==> src/sv/plm_pkg.sv <==
// Package for the piecewise linear membership block.
// Register index codes and fixed field widths; no dependencies.
package plm_pkg;

	// Width of the configuration port
	localparam int CFG_IDX_W  = 3;
	localparam int CFG_DATA_W = 64;

	// Fixed width of one packed breakpoint byte and of the I/O fields
	localparam int BYTE_W = 8;

	// Configuration register indexes
	typedef enum logic [CFG_IDX_W-1:0] {
		REG_TRUNC_LEFT  = 3'd0,
		REG_TRUNC_RIGHT = 3'd1,
		REG_POINT_COUNT = 3'd2,
		REG_X_POINTS    = 3'd3,
		REG_Y_POINTS    = 3'd4
	} cfg_reg_t;

	// Reset value of the point count
	localparam logic [3:0] POINT_COUNT_RST = 4'd2;

endpackage

==> src/sv/piecewise_linear_membership.sv <==
// Piecewise linear membership: breakpoint search, multiply and pipelined divider.
// Depends on plm_pkg.
//
// Usage:
// - Configuration: wr_en, wr_index, wr_data. Index 0 trunc_left, 1 trunc_right,
//   2 point_count, 3 x_points, 4 y_points; other indexes are ignored. Write only
//   while no request is in flight.
// - Requests: crisp_value is taken at a clock edge with start high and busy low.
//   busy is always low; a new request may come in every cycle.
// - Results: membership is valid for exactly one cycle while done is high.
// - Throughput is one request per cycle. The depth of the pipeline is set by the
//   restoring divider, which resolves one quotient bit per pipeline stage, behind
//   three stages for breakpoint compare, segment select and multiply, plus the
//   output register.
// - Results leave in request order; the receiver cannot stall the pipeline.
// - Reset (arst_n low) clears all valid bits and puts the registers at their
//   reset values: no truncation, two points, all breakpoints zero.
module piecewise_linear_membership
	import plm_pkg::*;
#(
	parameter int MAX_POINTS = 8,
	parameter int VALUE_BITS = 8
) (
	input  logic                  clk,
	input  logic                  arst_n,
	input  logic                  wr_en,
	input  logic [CFG_IDX_W-1:0]  wr_index,
	input  logic [CFG_DATA_W-1:0] wr_data,
	input  logic                  start,
	output logic                  busy,
	input  logic [BYTE_W-1:0]     crisp_value,
	output logic                  done,
	output logic [BYTE_W-1:0]     membership
);

	localparam int VB    = VALUE_BITS;
	localparam int IDX_W = $clog2(MAX_POINTS);
	localparam int LAT   = VB + 4;
	localparam logic [VB-1:0] VAL_MAX = {VB{1'b1}};

	// Configuration registers
	logic                  trunc_left_q;
	logic                  trunc_right_q;
	logic [3:0]            point_count_q;
	logic [CFG_DATA_W-1:0] x_points_q;
	logic [CFG_DATA_W-1:0] y_points_q;

	always_ff @(posedge clk or negedge arst_n) begin
		if (!arst_n) begin
			trunc_left_q  <= 1'b0;
			trunc_right_q <= 1'b0;
			point_count_q <= POINT_COUNT_RST;
			x_points_q    <= '0;
			y_points_q    <= '0;
		end else if (wr_en) begin
			unique case (wr_index)
				REG_TRUNC_LEFT:  trunc_left_q  <= wr_data[0];
				REG_TRUNC_RIGHT: trunc_right_q <= wr_data[0];
				REG_POINT_COUNT: point_count_q <= wr_data[3:0];
				REG_X_POINTS:    x_points_q    <= wr_data;
				REG_Y_POINTS:    y_points_q    <= wr_data;
				default: ;
			endcase
		end
	end

	// Breakpoints unpacked to VALUE_BITS wide entries
	logic [VB-1:0] bx [MAX_POINTS];
	logic [VB-1:0] by [MAX_POINTS];
	logic [IDX_W-1:0] last_idx;

	always_comb begin
		for (int k = 0; k < MAX_POINTS; k++) begin
			bx[k] = x_points_q[BYTE_W*k +: VB];
			by[k] = y_points_q[BYTE_W*k +: VB];
		end
		if (point_count_q < 4'd2) begin
			last_idx = IDX_W'(1);
		end else if (point_count_q > 4'(MAX_POINTS)) begin
			last_idx = IDX_W'(MAX_POINTS - 1);
		end else begin
			last_idx = IDX_W'(point_count_q - 4'd1);
		end
	end

	// Never holds requests off: the pipeline advances every cycle
	assign busy = 1'b0;

	logic accept;
	assign accept = start && !busy;

	// Stage 1: compare the input against every breakpoint
	logic                  v_s1;
	logic [VB-1:0]         r_s1;
	logic [MAX_POINTS-1:0] le_s1;
	logic                  below_s1;
	logic                  above_s1;
	logic [VB-1:0]         r_in;
	logic [MAX_POINTS-1:0] le_in;

	assign r_in = crisp_value[VB-1:0];

	always_comb begin
		le_in = '0;
		for (int k = 1; k < MAX_POINTS; k++) begin
			le_in[k] = (r_in <= bx[k]) && (IDX_W'(k) <= last_idx);
		end
	end

	always_ff @(posedge clk or negedge arst_n) begin
		if (!arst_n) begin
			v_s1 <= 1'b0;
		end else begin
			v_s1 <= accept;
		end
	end

	always_ff @(posedge clk) begin
		r_s1     <= r_in;
		le_s1    <= le_in;
		below_s1 <= r_in < bx[0];
		above_s1 <= r_in > bx[last_idx];
	end

	// Stage 2: pick the segment, set up the interpolation terms
	logic          v_s2;
	logic          spec_s2;
	logic [VB-1:0] spec_val_s2;
	logic [VB-1:0] a_s2;
	logic [VB-1:0] dx_s2;
	logic [VB-1:0] dy_mag_s2;
	logic          dy_neg_s2;
	logic [VB-1:0] y0_s2;

	logic [IDX_W-1:0] sel;
	logic             found;
	logic [VB-1:0]    x0, x1, y0, y1;
	logic [VB-1:0]    dx;
	logic             spec;
	logic [VB-1:0]    spec_val;

	always_comb begin
		sel   = IDX_W'(1);
		found = 1'b0;
		for (int k = MAX_POINTS - 1; k >= 1; k--) begin
			if (le_s1[k]) begin
				sel   = IDX_W'(k);
				found = 1'b1;
			end
		end
		x0 = bx[IDX_W'(sel - 1'b1)];
		y0 = by[IDX_W'(sel - 1'b1)];
		x1 = bx[sel];
		y1 = by[sel];
		dx = x1 - x0;
		// outside ranges, no bracket and a zero-width segment bypass the divider
		spec     = 1'b1;
		spec_val = '0;
		if (below_s1) begin
			spec_val = trunc_left_q ? '0 : by[0];
		end else if (above_s1) begin
			spec_val = trunc_right_q ? '0 : by[last_idx];
		end else if (!found) begin
			spec_val = '0;
		end else if (dx == '0) begin
			spec_val = y1;
		end else begin
			spec = 1'b0;
		end
	end

	always_ff @(posedge clk or negedge arst_n) begin
		if (!arst_n) begin
			v_s2 <= 1'b0;
		end else begin
			v_s2 <= v_s1;
		end
	end

	always_ff @(posedge clk) begin
		spec_s2     <= spec;
		spec_val_s2 <= spec_val;
		a_s2        <= r_s1 - x0;
		dx_s2       <= dx;
		dy_neg_s2   <= y1 < y0;
		dy_mag_s2   <= (y1 < y0) ? (y0 - y1) : (y1 - y0);
		y0_s2       <= y0;
	end

	// Stage 3: product of offset and rise magnitude
	logic            v_s3;
	logic            spec_s3;
	logic [VB-1:0]   spec_val_s3;
	logic [2*VB-1:0] prod_s3;
	logic [VB-1:0]   dx_s3;
	logic            dy_neg_s3;
	logic [VB-1:0]   y0_s3;

	always_ff @(posedge clk or negedge arst_n) begin
		if (!arst_n) begin
			v_s3 <= 1'b0;
		end else begin
			v_s3 <= v_s2;
		end
	end

	always_ff @(posedge clk) begin
		spec_s3     <= spec_s2;
		spec_val_s3 <= spec_val_s2;
		prod_s3     <= a_s2 * dy_mag_s2;
		dx_s3       <= dx_s2;
		dy_neg_s3   <= dy_neg_s2;
		y0_s3       <= y0_s2;
	end

	// Divider: entry k of each array is pipeline stage 4+k, one quotient bit each.
	// The offset never exceeds the run, so the quotient fits in VALUE_BITS bits.
	logic          dv_v_s4        [VB];
	logic          dv_spec_s4     [VB];
	logic [VB-1:0] dv_spec_val_s4 [VB];
	logic [VB-1:0] dv_rem_s4      [VB];
	logic [VB-1:0] dv_low_s4      [VB];
	logic [VB-1:0] dv_q_s4        [VB];
	logic [VB-1:0] dv_dx_s4       [VB];
	logic          dv_neg_s4      [VB];
	logic [VB-1:0] dv_y0_s4       [VB];

	for (genvar k = 0; k < VB; k++) begin : g_div
		logic          v_in, spec_in, neg_in;
		logic [VB-1:0] spec_val_in, rem_in, low_in, q_in, dx_in, y0_in;
		logic [VB:0]   trial;
		logic          ge;

		if (k == 0) begin : g_first
			assign v_in        = v_s3;
			assign spec_in     = spec_s3;
			assign spec_val_in = spec_val_s3;
			assign rem_in      = prod_s3[2*VB-1:VB];
			assign low_in      = prod_s3[VB-1:0];
			assign q_in        = '0;
			assign dx_in       = dx_s3;
			assign neg_in      = dy_neg_s3;
			assign y0_in       = y0_s3;
		end else begin : g_next
			assign v_in        = dv_v_s4[k-1];
			assign spec_in     = dv_spec_s4[k-1];
			assign spec_val_in = dv_spec_val_s4[k-1];
			assign rem_in      = dv_rem_s4[k-1];
			assign low_in      = dv_low_s4[k-1];
			assign q_in        = dv_q_s4[k-1];
			assign dx_in       = dv_dx_s4[k-1];
			assign neg_in      = dv_neg_s4[k-1];
			assign y0_in       = dv_y0_s4[k-1];
		end

		// restoring step: shift in the next dividend bit, subtract if it fits
		assign trial = {rem_in, low_in[VB-1]};
		assign ge    = trial >= {1'b0, dx_in};

		always_ff @(posedge clk or negedge arst_n) begin
			if (!arst_n) begin
				dv_v_s4[k] <= 1'b0;
			end else begin
				dv_v_s4[k] <= v_in;
			end
		end

		always_ff @(posedge clk) begin
			dv_spec_s4[k]     <= spec_in;
			dv_spec_val_s4[k] <= spec_val_in;
			dv_rem_s4[k]      <= ge ? VB'(trial - {1'b0, dx_in}) : trial[VB-1:0];
			dv_low_s4[k]      <= {low_in[VB-2:0], 1'b0};
			dv_q_s4[k]        <= {q_in[VB-2:0], ge};
			dv_dx_s4[k]       <= dx_in;
			dv_neg_s4[k]      <= neg_in;
			dv_y0_s4[k]       <= y0_in;
		end
	end

	// Output stage: apply the quotient with its sign, saturate
	logic            done_q;
	logic [VB-1:0]   mem_q;
	logic signed [VB+1:0] sum;
	logic [VB-1:0]   interp;

	always_comb begin
		if (dv_neg_s4[VB-1]) begin
			sum = $signed({2'b00, dv_y0_s4[VB-1]}) - $signed({2'b00, dv_q_s4[VB-1]});
		end else begin
			sum = $signed({2'b00, dv_y0_s4[VB-1]}) + $signed({2'b00, dv_q_s4[VB-1]});
		end
		if (sum < 0) begin
			interp = '0;
		end else if (sum > $signed({2'b00, VAL_MAX})) begin
			interp = VAL_MAX;
		end else begin
			interp = sum[VB-1:0];
		end
	end

	always_ff @(posedge clk or negedge arst_n) begin
		if (!arst_n) begin
			done_q <= 1'b0;
		end else begin
			done_q <= dv_v_s4[VB-1];
		end
	end

	always_ff @(posedge clk) begin
		mem_q <= dv_spec_s4[VB-1] ? dv_spec_val_s4[VB-1] : interp;
	end

	assign done       = done_q;
	assign membership = BYTE_W'(mem_q);

	// Checks
	a_done_latency: assert property (@(posedge clk) disable iff (!arst_n)
		done |-> $past(start && !busy, LAT))
		else $error("result without a request LAT cycles earlier");

	a_div_nonzero: assert property (@(posedge clk) disable iff (!arst_n)
		v_s2 && !spec_s2 |-> dx_s2 != '0)
		else $error("divider entered with zero run");

	a_offset_in_run: assert property (@(posedge clk) disable iff (!arst_n)
		v_s2 && !spec_s2 |-> a_s2 <= dx_s2)
		else $error("offset beyond segment run");

	a_rem_bound: assert property (@(posedge clk) disable iff (!arst_n)
		dv_v_s4[VB-1] && !dv_spec_s4[VB-1] |-> dv_rem_s4[VB-1] < dv_dx_s4[VB-1])
		else $error("divider remainder not below divisor");

endmodule

==> config.mk <==
export PLATFORM = sky130hd
export DESIGN_NAME = piecewise_linear_membership
export DESIGN_NICKNAME = d
export VERILOG_FILES = /design/src/sv/plm_pkg.sv /design/src/sv/piecewise_linear_membership.sv
export SDC_FILE = /design/constraint.sdc
export NUM_CORES = 1
export LEC_CHECK = 0
export BUFFER_PORTS_ARGS = -buffer_cell sky130_fd_sc_hd__clkbuf_2
export CAP_MARGIN = 20
export CORE_UTILIZATION = 25
export DETAILED_ROUTE_END_ITERATION = 6
export GPL_TIMING_DRIVEN = 0
export PLACE_DENSITY_LB_ADDON = 0.05
export SETUP_SLACK_MARGIN = 0.5
export SLEW_MARGIN = 10
export SYNTH_ARGS = -nofsm -noshare
export SYNTH_HDL_FRONTEND = slang
export SYNTH_SLANG_ARGS = --single-unit
==> constraint.sdc <==
create_clock -name clk -period 11.15 [get_ports clk]
set_clock_uncertainty 0.15 [all_clocks]
set_input_delay 2.23 -clock clk [delete_from_list [all_inputs] [get_ports clk]]
set_output_delay 2.23 -clock clk [all_outputs]
set_load 0.1 [all_outputs]
==> reports/qor.txt, run 1 <==
Rows -> 118
routed vias -> 18900
CTS sink count -> 575
Design Area, Final -> 30800 µm²
vias per cell -> 4.54
final WL -> 86300 µm
Clock transition at path regs -> 0.06 ns
Setup crit start kind -> flop
status -> finished, final reports clean
Final Core Density -> 29.7%
worst path arrival time -> 7.47 ns
cells taking the most area after synthesis -> dfxtp_1 33%, dfrtp_1 14%, ha_1 10%, mux2_2 7.4%, inv_1 3.8%
Worst Hold Class -> flop to flop
CTS tree -> built
Avg Inst Size Synth -> 10.2 µm²
Synth Register Bits -> 575
Slew @ Worst Pin -> 1.04 ns
drt drc -> 0
total grt overflow -> 0
Die Wd -> 326 µm
TritonCTS Buffers -> 70
Cell Area, Synth -> 26200 µm²
Synth Flop Type -> dfxtp_1
Worst Hold Depth -> 0
ANT nets after route -> 0
RSZ-0062 raised after global routing -> no
setup_tns -> 0 ns
WP data required -> 11.45 ns
die area -> 106000 µm²
# hold bufs at CTS -> 0
sequential area share after synthesis -> 46.7%
Yosys warning count -> 0
worst skew pair latency -> 0.63 ns
Die Y -> 326 µm
Area Growth Syn to Fin -> 17.6%
Top Ports -> 89
deepest clock path buffer count -> 3
largest net degree at the start of global routing -> 80
Hold EP -> dv_low_s4[2][4]
Max-Cap Viols -> 0
top-count cell post-synth -> dfxtp_1
share of layout cells above drive strength 1 -> 14.8%
Synth top cells by count -> 429 x dfxtp_1, 267 x inv_1, 255 x nand2_1
Synth Instances -> 2569
area leader, netlist -> dfxtp_1
final hold violation count -> 0
nets -> 3071
dpl cell area -> 28400 µm²
Setup Viol. Count Final -> 0
Netlist cell types -> 76
starting density of the core -> 25.3%
clk root buf -> clkbuf_16
asr flop ratio synth -> 25.4%
FF-to-FF Start -> le_s1[5]
FF-to-FF setup slack -> 3.98 ns
Slew HR -> 30.3%
reg2reg end -> dy_mag_s2[7]
# resized after CTS -> 0
filler instances -> 10900
f_max -> 0.140 GHz
I/O Buffers -> 87
register area -> 12200 µm²
Tcrit/Tclk final -> 64.3%
total setup buffers inserted after CTS -> 0
area of the multi-input gates -> 12600 µm²
worst r2r path cells -> 23
vias in the first global route -> 19500
share of the synthesized area in the top cell type -> 32.8%
RePlAce Congestion -> 0.911
initial antenna violation count -> 14
H-Tree Depth -> 3
min-delay src -> dv_low_s4[1][3]
Initial DRC Count -> 1196
crit-path max FO -> 10
first-pass GRT wire length -> 128000 µm
DRT Pass-1 Iters -> 6
CP endpoint kind -> flop
Total GRT Usage -> 16.3%
Setup CP Type -> flop to flop
minimum clock period -> 7.17 ns
average wire per standard cell -> 20.7 µm
Mapped Nets -> 2910
core area -> 104000 µm²
max-slew violation count -> 0
Post-synth EDFFs -> 0
hpwl dp -> 68700 µm
-- placed cells by master (no fill, tap or decap), types with 44 or more instances in the layout --
master	instances
o21ai_0	112
mux2_2	171
nor2_1	104
ha_1	215
clkbuf_2	86
fa_1	47
dfxtp_1	429
nand3_1	48
clkbuf_1	79
and2_1	44
a21oi_1	145
clkbuf_16	72
nand2_1	255
inv_1	267
dfrtp_1	145
-- through the flow --
step	std cells	worst slack [ns]	hold slack (ns)
after CTS	4166	3.90	0.160
after global placement	4036	3.85	0.160
after global routing	4166	3.38	0.176
after floorplan	2569	6.39	0.160
final	4168	3.98	0.170
after detailed placement	4038	3.94	0.162
-- cell families after synthesis --
family                   share of synthesized area, %
other                                          0.0143
AO/OA/AOI/OAI                                    12.1
adder cells (fa/ha/maj)                          13.9
multiplexers                                     9.13
AND/OR/NAND/NOR                                  10.8
flip-flops                                       46.7
buffers and inverters                            5.14
XOR/XNOR                                         2.04
-- metal layers --
metal	up-vias	track usage, %	part of all wire (%)
met1	9164	20.8	44
met5	-	0	0.073
met3	158	3.62	5.6
met4	10	6.51	4.0
met2	492	26.7	46
li1	9110	-	-
-- flip-flops by register name (all words and copies together) (netlist names), 16 cells and up --
name / flops
x_points_q: 64
dv_dx_s4: 56
y_points_q: 64
dv_spec_val_s4: 64
dv_low_s4: 28
dv_rem_s4: 56
dv_q_s4: 36
dv_y0_s4: 64
prod_s3: 16
-- worst max-delay path, cell delays in order (launching register included) --
cell and delay, ns:
dfxtp_1 0.44, nand2b_1 0.28, a21oi_1 0.16, buf_2 0.26
nand2b_1 0.32, clkbuf_1 0.42, buf_1 0.61, clkbuf_1 0.51
nand2_1 0.11, a31oi_1 0.26, a21oi_1 0.07, o22ai_1 0.44
ha_1 0.31, fa_1 0.21, nor2b_1 0.07, o21ai_0 0.19
a21boi_0 0.13, o21ai_0 0.17, a21oi_1 0.17, nor2_1 0.38
clkbuf_1 0.49, a21oi_1 0.14, a221oi_1 0.33, xnor2_1 0.34
-- worst max path at each step --
stage / depth (start not counted) / slack, ns / to / from
after floorplan: 20 / 6.39 / spec_val_s2[0] / le_s1[3]
after global placement: 24 / 3.85 / dy_mag_s2[5] / le_s1[5]
after detailed placement: 24 / 3.94 / dy_mag_s2[5] / le_s1[5]
after CTS: 24 / 3.90 / dy_mag_s2[5] / le_s1[5]
after global routing: 23 / 3.38 / dy_mag_s2[5] / le_s1[3]
final: 23 / 3.98 / dy_mag_s2[7] / le_s1[5]
-- layout make-up --
cell class              count  share of cell area, %
flip-flops and latches    575                   39.7
plain buffers              89                   1.11
multi-input cells        1638                   40.9
well taps                1380                   5.60
diodes                      2                 0.0162
repair buffers             89                   1.57
clock inverters            32                   1.28
inverters                 267                   3.25
clock buffers              96                   6.50
Power of run 1 is not shown: default switching activity piles up to over one toggle a cycle in this logic, so the estimate is an artifact.
==> run 2: changes to the inputs <==
clock period = 7.1 ns   (was 11.15 ns; I/O delays follow)
==> run 2 against run 1 <==
Net effect:
- fmax up 15%
- critical endpoint is now dy_mag_s2[5]
- critical path type unchanged
- sequential cell count is the same
- cell area is 0.25% higher
- count of clock-buffer cells in the layout unchanged
- worst hold slack about the same
- non-clock buffer count did not move
- via count is essentially flat
- final cell count is essentially flat
- register-to-register slack got worse by 3.1 ns
==> reports/qor.txt, run 2 (synthesis results as in run 1) <==
RePlAce Congestion -> 0.911
Setup crit start kind -> flop
clk root buf -> clkbuf_16
WP data required -> 7.45 ns
worst path arrival time -> 6.59 ns
crit-path max FO -> 10
status -> finished, final reports clean
die area -> 106000 µm²
Crit. Startpoint -> le_s1[4]
Area Growth Syn to Fin -> 17.9%
Rows -> 118
CP peak stage delay -> 0.51 ns
Tcrit/Tclk final -> 87.9%
Die Y -> 326 µm
WP depth -> 23
core area -> 104000 µm²
FF-to-FF setup slack -> 0.86 ns
routed vias -> 19000
Setup CP Type -> flop to flop
I/O Buffers -> 87
Clock transition at path regs -> 0.06 ns
final WL -> 86300 µm
Top Ports -> 89
pre-CTS setup slack -> -0.107 ns
nets -> 3071
min-delay src -> dv_low_s4[1][3]
DRT Pass-1 Iters -> 6
WHS -> 0.170 ns
final hold violation count -> 0
vias in the first global route -> 19500
max-slew violation count -> 0
H-Tree Depth -> 3
delay-heaviest family, CP -> compound AO/OA/AOI/OAI gates
reg2reg end -> dy_mag_s2[5]
CTS sink count -> 575
starting density of the core -> 25.3%
ANT nets after route -> 0
worst skew pair latency -> 0.63 ns
RSZ-0062 raised after global routing -> no
minimum clock period -> 6.24 ns
initial antenna violation count -> 14
Total GRT Usage -> 16.3%
worst r2r path cells -> 23
most frequent cells in the layout -> 429 x dfxtp_1, 267 x inv_1, 255 x nand2_1, 215 x ha_1, 171 x mux2_2
FF-to-FF Start -> le_s1[4]
Max-Cap Viols -> 0
Worst Hold Class -> flop to flop
Slew @ Worst Pin -> 0.997 ns
CP max-delay cell -> dfxtp_1
Initial DRC Count -> 1256
Setup Viol. Count Final -> 0
commonest non-fill, non-tap cell in the layout -> dfxtp_1
area of the multi-input gates -> 12700 µm²
Critical Path, Cell by Cell -> nor2_2 > a21oi_1 > buf_2 > nand2b_1 > clkbuf_2 > buf_2 > clkbuf_2 > nand2_1 > a31oi_1 > a21oi_1 > o22ai_2 > ha_1 > fa_1 > nor2b_1 > o21ai_0 > a21boi_0 > o21ai_0 > a21oi_1 > nor2_1 > mux2_2 > o21ai_0 > o21ai_0 > xnor2_2
final setup margin -> 0.859 ns
f_max -> 0.160 GHz
largest net degree at the start of global routing -> 80
vias per cell -> 4.55
register area -> 12200 µm²
Die Wd -> 326 µm
first-pass GRT wire length -> 128000 µm
Hold EP -> dv_low_s4[2][4]
setup_tns -> 0 ns
Slew HR -> 33.0%
filler instances -> 10900
WP buf/inv -> 4
CP endpoint kind -> flop
crit-path most repeated cell -> o21ai_0
Worst Hold Depth -> 0
average wire per standard cell -> 20.7 µm
TritonCTS Buffers -> 70
hpwl dp -> 68700 µm
total grt overflow -> 0
share of layout cells above drive strength 1 -> 15.5%
CTS tree -> built
deepest clock path buffer count -> 3
drt drc -> 0
# hold bufs at CTS -> 0
==> run 2: how the worst max path moves through the flow <==
stage | end | slack (ns)
5_1_grt | spec_val_s2[3] | 0.51
6_report | dy_mag_s2[5] | 0.86
3_3_place_gp | dy_mag_s2[5] | -0.20
2_1_floorplan | spec_val_s2[0] | 2.34
4_1_cts | dy_mag_s2[5] | 0.49
3_5_place_dp | dy_mag_s2[5] | -0.11
==> run 2: layout make-up <==
type	instances	share of cell area [%]
well taps	1380	5.59
repair buffers	89	1.56
inverters	267	3.24
flip-flops and latches	575	39.6
multi-input cells	1638	41.0
diodes	1	0.00810
clock inverters	32	1.28
plain buffers	89	1.16
clock buffers	96	6.48
==> run 2: timing repair <==
item | in CTS | in global routing
setup buffers | 0 | 0
resized for setup | 10 | 17
setup endpoints to repair | 16 | 13
==> run 2: metrics by stage <==
| step | std cells | cell area, µm² | util, % |
|---|---|---|---|
| global placement | 4036 | 28400 | 27.4 |
| CTS | 4166 | 30800 | 29.7 |
| finish | 4167 | 30900 | 29.8 |
| floorplan | 2569 | 26200 | - |
| detailed placement | 4038 | 28400 | 27.4 |
| global route | 4166 | 30900 | 29.8 |
==> run 2: per-layer routing <==
metal  wire, µm  vias up  global-route usage [%]
li1           -     9092                       -
met1      38100     9195                    20.8
met2      39800      492                    26.7
met3       4740      162                    3.61
met4       3480       10                    6.45
met5         69        -                       0
Power of run 2 is left out for the same reason.
==> run 3: changes to the inputs <==
clock period = 7.2 ns   (was 7.1 ns; I/O delays follow)
==> run 3 against run 2 <==
Net effect:
- routed wire length is essentially flat
- first-iteration DRC count shrank 3.7%
- core utilization is essentially flat
- sequential share of layout area grew 0.053 points
- final cell count is the same
- critical path type unchanged
- die area is the same
- worst setup slack lost 0.063 ns
- highest routed layer unchanged
- worst hold slack is essentially flat
- cell area shrank 0.13%
- sequential cell count is the same
- count of clock-buffer cells in the layout is the same
==> reports/qor.txt, run 3 (synthesis results as in run 1) <==
CP endpoint kind -> flop
I/O Buffers -> 87
worst r2r path cells -> 20
initial antenna violation count -> 14
min-delay src -> dv_low_s4[1][3]
Initial DRC Count -> 1210
Worst Hold Depth -> 0
average wire per standard cell -> 20.7 µm
core area -> 104000 µm²
Slew @ Worst Pin -> 0.999 ns
largest net degree at the start of global routing -> 80
FF-to-FF setup slack -> 0.80 ns
RSZ-0062 raised after global routing -> yes
status -> finished, final reports clean
total setup buffers inserted after CTS -> 0
Die Wd -> 326 µm
Die Y -> 326 µm
vias in the first global route -> 19500
DRT Pass-1 Iters -> 6
Slew HR -> 32.9%
Max-Cap Viols -> 0
dpl cell area -> 28400 µm²
deepest clock path buffer count -> 3
routed vias -> 19000
TritonCTS Buffers -> 70
crit-path max FO -> 10
Design Area, Final -> 30800 µm²
first-pass GRT wire length -> 128000 µm
crit-path most repeated cell -> clkbuf_1
Setup CP Type -> flop to flop
Clock transition at path regs -> 0.05 ns
Setup crit start kind -> flop
WP buf/inv -> 5
hpwl dp -> 68700 µm
minimum clock period -> 6.40 ns
FF-to-FF Start -> le_s1[1]
WHS -> 0.170 ns
final WL -> 86300 µm
f_max -> 0.156 GHz
most frequent cells in the layout -> 429 x dfxtp_1, 267 x inv_1, 255 x nand2_1, 215 x ha_1, 171 x mux2_2
reg2reg end -> dy_mag_s2[3]
CTS tree -> built
ANT nets after route -> 0
Hold EP -> dv_low_s4[2][4]
Setup Viol. Count Final -> 0
clk root buf -> clkbuf_16
setup_tns -> 0 ns
total grt overflow -> 0
CTS sink count -> 575
commonest non-fill, non-tap cell in the layout -> dfxtp_1
drt drc -> 0
# hold bufs at CTS -> 0
Tcrit/Tclk final -> 88.9%
WP data required -> 7.51 ns
final hold violation count -> 0
Critical Path, Cell by Cell -> buf_2 > clkbuf_1 > nor2_1 > clkbuf_1 > nand2_1 > clkbuf_1 > clkbuf_1 > nor2_1 > o22ai_2 > fa_1 > nor2b_1 > o21ai_0 > a21boi_0 > o21ai_0 > a21oi_1 > nor2_1 > mux2_2 > o21ai_0 > nand3_1 > xor2_1
share of layout cells above drive strength 1 -> 15.2%
delay-heaviest family, CP -> buffers and inverters
nets -> 3071
Area Growth Syn to Fin -> 17.8%
Worst Hold Class -> flop to flop
CP max-delay cell -> clkbuf_1
vias per cell -> 4.55
max-slew violation count -> 0
die area -> 106000 µm²
Top Ports -> 89
Rows -> 118
worst skew pair latency -> 0.63 ns
Total GRT Usage -> 16.3%
RePlAce Congestion -> 0.911
H-Tree Depth -> 3
worst path arrival time -> 6.72 ns
CP peak stage delay -> 0.61 ns
starting density of the core -> 25.3%
[run 3: cell count changes in the layout (fill, tap and decap cells not counted), sizes merged]
cell    previous run  this run
buf               23        25
clkbuf           251       249
[run 3: final cells by class]
class / count / area, µm²
antenna: 1 / 2.50
buffer: 89 / 353
clock buffer: 96 / 2000
clock inverter: 32 / 394
fill: 10900 / 72800
inverter: 267 / 1000
multi-input combinational: 1638 / 12600
sequential: 575 / 12200
tap: 1380 / 1730
timing repair buffer: 89 / 483
[run 3: stage by stage]
step	setup slack (ns)	util, %	instances
floorplan	2.44	-	2569
global placement	-0.100	27.4	4036
detailed placement	-0.00685	27.4	4038
CTS	0.508	29.7	4166
global route	0.448	29.8	4166
finish	0.796	29.8	4167
[run 3: worst max path at each step]
stage	start	to	slack [ns]	cells past startpoint
2_1_floorplan	le_s1[3]	spec_val_s2[0]	2.44	20
4_1_cts	le_s1[5]	spec_val_s2[3]	0.51	20
3_5_place_dp	le_s1[5]	dy_mag_s2[5]	-0.007	24
3_3_place_gp	le_s1[5]	dy_mag_s2[5]	-0.10	24
5_1_grt	le_s1[4]	dy_mag_s2[5]	0.45	21
6_report	le_s1[1]	dy_mag_s2[3]	0.80	20
[run 3: repair_timing]
action                     in CTS  in global routing
gates resized for setup         7                  9
gates cloned                    0                  0
setup endpoints to repair      16                 15
[run 3: layer usage]
layer / GRT usage [%] / part of all wire [%] / up-vias
met1: 20.8 / 44 / 9184
met3: 3.62 / 5.5 / 159
met4: 6.51 / 4.0 / 10
met2: 26.7 / 46 / 502
li1: - / - / 9104
met5: 0 / 0.073 / -
Power of run 3 is left out for the same reason.
